File: config.mk
export PLATFORM = sky130hd
export DESIGN_NAME = ffca_ram
export DESIGN_NICKNAME = d
export VERILOG_FILES = /design/src/design/ffca_ram.sv
export SDC_FILE = /design/constraint.sdc
export NUM_CORES = 1
export LEC_CHECK = 0
export ABC_CLOCK_PERIOD_IN_PS = 5600
export BUFFER_PORTS_ARGS = -buffer_cell sky130_fd_sc_hd__clkbuf_2
export CORE_MARGIN = 2
export CORE_UTILIZATION = 40
export DETAILED_ROUTE_END_ITERATION = 7
export PLACE_DENSITY = 0.62
export RECOVER_POWER = 100
export SLEW_MARGIN = 20
export SYNTH_ARGS = -nofsm -noshare
export SYNTH_HDL_FRONTEND = slang
export SYNTH_SLANG_ARGS = --single-unit
File: constraint.sdc
create_clock -name clk -period 5.6 [get_ports clk]
set_clock_uncertainty 0.05 [all_clocks]
set_input_delay 1.12 -clock clk [delete_from_list [all_inputs] [get_ports clk]]
set_output_delay 1.12 -clock clk [all_outputs]
set_load 0.02 [all_outputs]
File: src/design/ffca_ram.sv
`timescale 1ns / 1ps
`default_nettype none
// ----------------------------------------------------------------------------
// ffca_ram
// Generic single-write, single-read RAM with a registered read port.
// ----------------------------------------------------------------------------
module ffca_ram #(
    parameter int WIDTH = 8,
    parameter int DEPTH = 64
) (
    input  wire logic                     clk,
    input  wire logic                     we,
    input  wire logic [$clog2(DEPTH)-1:0] waddr,
    input  wire logic [WIDTH-1:0]         wdata,
    input  wire logic [$clog2(DEPTH)-1:0] raddr,
    output logic      [WIDTH-1:0]         rdata
);

    logic [WIDTH-1:0] mem [DEPTH];

    // Write port and registered read port.
    always_ff @(posedge clk)
    begin
        if (we)
        begin
            mem[waddr] <= wdata;
        end
        rdata <= mem[raddr];
    end

endmodule : ffca_ram
`default_nettype wire

# Yosys cells after proc, flatten, opt, wreduce, memory -nomap -nowiden
# Memory sizes are Yosys's and may differ from the RTL's. A register that Yosys moved wholly into a read port is not among the register bits.
# Index checks and enable logic that the tools add are counted.
# Widths: inputs -> output; s select.
[totals] latch_bits=0 ram_bits=512 rom_bits=0 regBits=0 n_memories=1 output_inout_bits=8
[memory_table] name="mem" words=64 word_bits=8 read_ports=1 rd_clocked_by_memory_dff=1 write_ports=1 line_no="19" source="logic [WIDTH-1:0] mem [DEPTH];"
[classes] n_reduce_logical=0 magnitude_cmp=0 n_mux=2 eq_ne=0 addsub=0 n_div=0 bitwise=0 multipliers=0 n_shift=0
[ops] cell="$mux 1" count=2

# Longest topological paths before layout
# Gate-level depths: netlist of the first run.
[logic_depth] ltp_word=2 mapped_depth=9

# Worst setup path after synthesis of the first run
# Ideal clock, no wire load.
[synth_path] path_type="input to register" start="in raddr[1]" end="reg rdata[3], read port of mem" path_slack_ns=2.762 stages=7 setup_ns=0.128 arrival_time_ns=2.660 path_cell_list="buf_4 buf_2 buf_2 mux4_2 mux4_2 o21ai_1 o41ai_1"
[synth_rtl] element="start: declaration" line_no="15" source="input wire logic [$clog2(DEPTH)-1:0] raddr,"
[synth_rtl] element="end: declaration" line_no="16" source="output logic [WIDTH-1:0] rdata"

# Worst setup path after layout of the first run
[layout_path] start="in wdata[1]" end="mem mem[58][1], data pin"
[layout_rtl] element="start: declaration" line_no="14" source="input wire logic [WIDTH-1:0] wdata,"
[layout_rtl] element="end: declaration" line_no="19"
# Straight into the memory's write port.

==> results.md, run 1 <==
- Status: finished with violations
- Failing checks: max-capacitance violations, max-slew violations
- Max Slew Vio Count: 520
- Die W: 229 um
- Met3 Track Usage GR: 0.0294
- Vias: 9,433
- Grt peak-use layer: met2
- RSZ-0062 raised after global routing: false
- CP Cell Sequence: clkbuf_2 > clkbuf_1
- Setup_tns: 0 ns
- Sequential power share: 0.541
- Leakage power: 6.90 nW
- Post-cts sizing count: 0
- Largest net degree at the start of global routing: 65
- Seq/Total Area, Yosys: 0.770
- Fmax: 0.284 GHz
- Reg2reg path depth: 4
- CORE AREA: 0.0500 mm^2
- CP max stage delay: 2.14 ns
- Total grt overflow: 0
- WL per Instance: 26.0 um
- Clk root buf: clkbuf_16
- Comb power frac: 0.048
- Die area: 0.0522 mm^2
- Ports: 30
- Min-Delay Path Depth: 4
- Synthesized area per cell: 21.5 um^2
- Syn Nets: 962
- Internal: 6.34 mW
- TritonRoute pass-1 iters: 5
- Vias in the first global route: 9,798
- Final ANT Viol Nets: 0
- Fin area: 0.0226 mm^2
- Buf/Inv on CP: 2
- Worst-Margin Slew: 3.06 ns
- Peak VDD IR: 198 uV
- Crit path depth: 2
- Initial Utilization: 0.404
- Cell area after placement: 0.0210 mm^2
- YS warnings: 0
- Clk pwr share: 0.411
- Area Growth Syn to Fin: 11.8%
- Hpwl dp: 26,200 um
- Clock Latency Late Sink: 0.60 ns
- Switching fraction of total power: 0.208
- Met1 Use GR: 0.237
- Filler cells: 4,208
- Max-cap violation count: 8
- First-pass GRT wire length: 66,300 um
- Register Area: 0.0155 mm^2
- Die height: 229 um
- DR iter-0 viols: 1,187
- Antenna violations before repair: 2
- GPL Wtd Cong: 0.781
- Final Hold Vio Count: 0
- Non-filler cells, final: 1,703
- Post-synth top flop: edfxtp_1
- Total GRT Usage: 0.173
- CP Launch Type: input pin
- Critical path class: in2reg
- Top Family by Delay on Critical Path: buffers and inverters
- CP required: 5.48 ns
- Ys async rst share: 0
- Tcrit/Tclk final: 0.629
- WL final: 44,300 um
- Area of the multi-input gates: 0.00432 mm^2
- CTS tree: built
- Critical path arrival: 3.41 ns
- Post-CTS setup repair buffer count: 0
- Mapped Cells: 940
- Cell variety after synth: 40
- Post-Place Cells: 1,610
- CP max FO: 64
- Min Tclk post-route: 3.52 ns
- Mean number of vias per cell: 5.54
- CP Capture Type: flop
- H-tree levels: 2
- EDFF count, synth: 512
- Post-synthesis cell area: 0.0202 mm^2
- Clock tree buffer depth: 3
- Seq cells post-synth: 520
- DRC viols: 0
- Crit path max-delay cell type: clkbuf_1
- Hold_buf cts: 0
- Nets: 1,012
- Layout cells sized above 1: 0.233
- Row Count: 82
- Num Clock Sinks: 520
- Clock transition at path regs: 0.06 ns
- Final setup fails: 0
- P_sw: 1.66 mW
- Power, Total: 8.01 mW
- Input/output buffers: 29
- M2 GR Usage: 0.276
- Pwr per Cell Area: 355 mW/mm^2
- Rel. slew slack: -1.04
- TritonCTS buffer count: 50
- Worst hold path type: reg2reg
-- metrics by stage --
stage / utilization / setup WS (ns) / hold WS (ns)
after floorplan: - / 2.76 / 0.668
after CTS: 0.452 / 2.33 / 0.783
after global routing: 0.451 / 1.79 / 0.810
after global placement: 0.421 / 1.73 / 0.754
final: 0.451 / 2.08 / 0.775
after detailed placement: 0.421 / 1.71 / 0.770
-- power by group through the flow --
stage | clock (mW) | combinational (mW) | sequential (mW)
after global routing | 3.49 | 0.417 | 4.33
after detailed placement | 0 | 0.399 | 4.41
final | 3.29 | 0.388 | 4.33
after global placement | 0 | 0.393 | 4.41
after CTS | 3.35 | 0.400 | 4.32
after floorplan | 0 | 0.230 | 4.41
-- path summary, 6_finish.rpt --
kind	from	to	slack, ns
hold reg to reg	mem[34][1]	rdata[1]	0.77
setup / recovery	wdata[1]	mem[58][1]	2.08
setup reg to reg	mem[2][3]	rdata[3]	3.41
hold / removal	mem[34][1]	rdata[1]	0.77
-- cells in the final DEF (no fill, tap or decap), types with 9 or more instances in the layout --
cell | synthesis | layout
nor2_1 | 83 | 83
nand2_1 | 19 | 19
clkinv_2 | 0 | 13
clkinv_1 | 0 | 9
clkbuf_1 | 17 | 33
nor2b_1 | 14 | 14
clkbuf_2 | 0 | 14
mux2i_1 | 23 | 23
mux2_2 | 13 | 13
buf_4 | 13 | 11
edfxtp_1 | 512 | 512
mux4_2 | 126 | 126
clkbuf_16 | 0 | 53
nand3_1 | 13 | 13
-- per-layer routing --
layer	vias up	part of all wire
li1	4033	-
met1	4977	0.42
met2	339	0.48
met3	82	0.060
met4	2	0.037
met5	-	0.00029
-- cell usage after synthesis, types with 8 or more instances --
master | instances | area share
buf_2 | 11 | 0.0027
buf_4 | 13 | 0.0048
clkbuf_1 | 17 | 0.0032
dfxtp_1 | 8 | 0.0079
edfxtp_1 | 512 | 0.76
mux2_2 | 13 | 0.0073
mux2i_1 | 23 | 0.011
mux4_2 | 126 | 0.14
nand2_1 | 19 | 0.0035
nand3_1 | 13 | 0.0032
nor2_1 | 83 | 0.015
nor2b_1 | 14 | 0.0043
o221ai_1 | 8 | 0.0035
o22ai_1 | 8 | 0.0025
-- sequential cells by signal, indices dropped and copies added, names as in the netlist --
name / count
mem: 512
rdata: 8
-- kinds of logic after synthesis --
group | Yosys count | share of synthesized area
multiplexers | 162 | 0.159
AND/OR/NAND/NOR | 153 | 0.0339
flip-flops | 520 | 0.770
AO/OA/AOI/OAI | 54 | 0.0207
buffers and inverters | 51 | 0.0157
-- area by class of cell --
cell class | count | area share
multi-input combinational | 369 | 0.191
tap | 672 | 0.0373
timing repair buffer | 49 | 0.0119
clock inverter | 26 | 0.00876
sequential | 520 | 0.689
antenna | 1 | 0.000111
clock buffer | 66 | 0.0619
(Power assumes the default switching activity.)
==> run 2: changes to the inputs <==
--- a/config.mk
+++ b/config.mk
@@ -5,7 +5,7 @@
 export SDC_FILE = /design/constraint.sdc
 export NUM_CORES = 1
 export LEC_CHECK = 0
-export ABC_CLOCK_PERIOD_IN_PS = 5600
+export ABC_CLOCK_PERIOD_IN_PS = 3600
 export BUFFER_PORTS_ARGS = -buffer_cell sky130_fd_sc_hd__clkbuf_2
 export CORE_MARGIN = 2
 export CORE_UTILIZATION = 40
==> constraint.sdc (replaced) <==
create_clock -name clk -period 3.6 [get_ports clk]
set_clock_uncertainty 0.05 [all_clocks]
set_input_delay 0.72 -clock clk [delete_from_list [all_inputs] [get_ports clk]]
set_output_delay 0.72 -clock clk [all_outputs]
set_load 0.02 [all_outputs]
==> results.md, run 2 (synthesis results as in run 1) <==
- Worst hold path type: in2reg
- CP Launch Type: input pin
- Tcrit/Tclk final: 0.790
- Setup_tns: 0 ns
- Die height: 229 um
- Ant. Diodes: 0
- Top cell by count, worst path: clkbuf_1
- Most frequent cells in the layout: 512 x edfxtp_1, 126 x mux4_2, 100 x clkbuf_1
- Finished Core Util: 0.460
- Comb power frac: 0.049
- Biggest regs: mem: 512 flops, rdata: 8 flops
- Most common cell after layout, fill and taps aside: edfxtp_1
- Status: finished with violations
- Post-Place Cells: 1,683
- Layout cells sized above 1: 0.228
- GPL Wtd Cong: 0.766
- Die W: 229 um
- Critical path arrival: 2.99 ns
- Num Clock Sinks: 520
- Hpwl dp: 28,700 um
- Die area: 0.0522 mm^2
- Nets: 1,086
- Post-cts sizing count: 0
- Post-CTS setup repair buffer count: 0
- Clock Latency Late Sink: 0.61 ns
- RSZ-0062 raised after global routing: false
- Input/output buffers: 29
- Worst-Margin Slew: 2.55 ns
- Clk root buf: clkbuf_16
- CP required: 3.74 ns
- Clock tree buffer depth: 3
- Max-cap violation count: 7
- First-pass GRT wire length: 68,300 um
- Clk pwr share: 0.423
- Clock transition at path regs: 0.06 ns
- Failing checks: max-capacitance violations, max-slew violations
- Buf/Inv on CP: 2
- Total GRT Usage: 0.179
- Pwr per Cell Area: 554 mW/mm^2
- Rel. slew slack: -0.699
- Max reg flops: 512
- Ports: 30
- P_sw: 2.65 mW
- TritonCTS buffer count: 51
- Final ANT Viol Nets: 0
- Internal: 10.1 mW
- Vias: 9,847
- CTS tree: built
- Final Hold Vio Count: 0
- Area Growth Syn to Fin: 14.1%
- Largest register by flop count: mem
- Switching fraction of total power: 0.208
- TritonRoute pass-1 iters: 5
- Mean number of vias per cell: 5.54
- Row Count: 82
- Sequential power share: 0.528
- CP max stage delay: 1.14 ns
- WL per Instance: 25.7 um
- Hold_buf cts: 0
- DR iter-0 viols: 1,149
- H-tree levels: 2
- Leakage power: 7.06 nW
- CP Capture Type: flop
- Initial Utilization: 0.404
- Filler cells: 4,215
- Largest net degree at the start of global routing: 55
- Fmax: 0.352 GHz
- Fin area: 0.0230 mm^2
- Vias in the first global route: 9,950
- Top Family by Delay on Critical Path: buffers and inverters
- Peak VDD IR: 328 uV
- Power, Total: 12.7 mW
- Min Tclk post-route: 2.84 ns
- Total grt overflow: 0
- CORE AREA: 0.0500 mm^2
- Max Slew Vio Count: 326
- WL final: 45,700 um
- DRC viols: 0
- Antenna violations before repair: 2
- Non-filler cells, final: 1,779
- Crit path max-delay cell type: clkbuf_1
- Cell area after placement: 0.0216 mm^2
- CP max FO: 29
- CP Cell Sequence: clkbuf_1 > clkbuf_1
- Final setup fails: 0
- Critical path class: in2reg
-- run 2: changes by cell type in the layout (fill, tap and decap cells not counted), sizes merged --
cell	change
inv	+5
clkinvlp	+1
clkinv	+1
buf	+9
diode	-1
clkbuf	+57
bufinv	+4
-- run 2: metrics by stage --
step	worst slack (ns)	hold WS (ns)
after floorplan	1.16	0.668
after global placement	0.466	0.780
after detailed placement	0.453	0.764
after CTS	1.06	0.567
after global routing	0.541	0.617
final	0.756	0.595
-- run 2: worst paths after layout --
kind	startpoint	end	slack, ns	cells after the start
worst max-delay path	wdata[1]	mem[20][1]	0.76	2
worst min-delay path	waddr[1]	mem[49][0]	0.60	2
worst max register to register	mem[29][6]	rdata[6]	1.46	5
worst min register to register	mem[30][4]	rdata[4]	0.77	3
-- run 2: layout make-up --
class                   count  area (um^2)  share of cell area
clock buffers              59         1330              0.0577
clock inverters            37          377              0.0164
multi-input cells         369         4320               0.188
flip-flops and latches    520        15500               0.675
well taps                 672          841              0.0366
repair buffers            122          608              0.0264
-- run 2: per-layer routing --
layer	share of wire	track usage	routed length [um]
met1	0.43	0.257	19500
met2	0.47	0.271	21300
met5	0.00057	0	26
met4	0.025	0.0529	1130
met3	0.081	0.0435	3710
-- run 2: power groups by stage --
stage	clock (mW)	combinational, mW	sequential (mW)
after floorplan	0	0.357	6.85
after global placement	0	0.635	6.85
after detailed placement	0	0.646	6.85
after CTS	5.51	0.648	6.72
after global routing	5.73	0.674	6.73
final	5.40	0.623	6.73
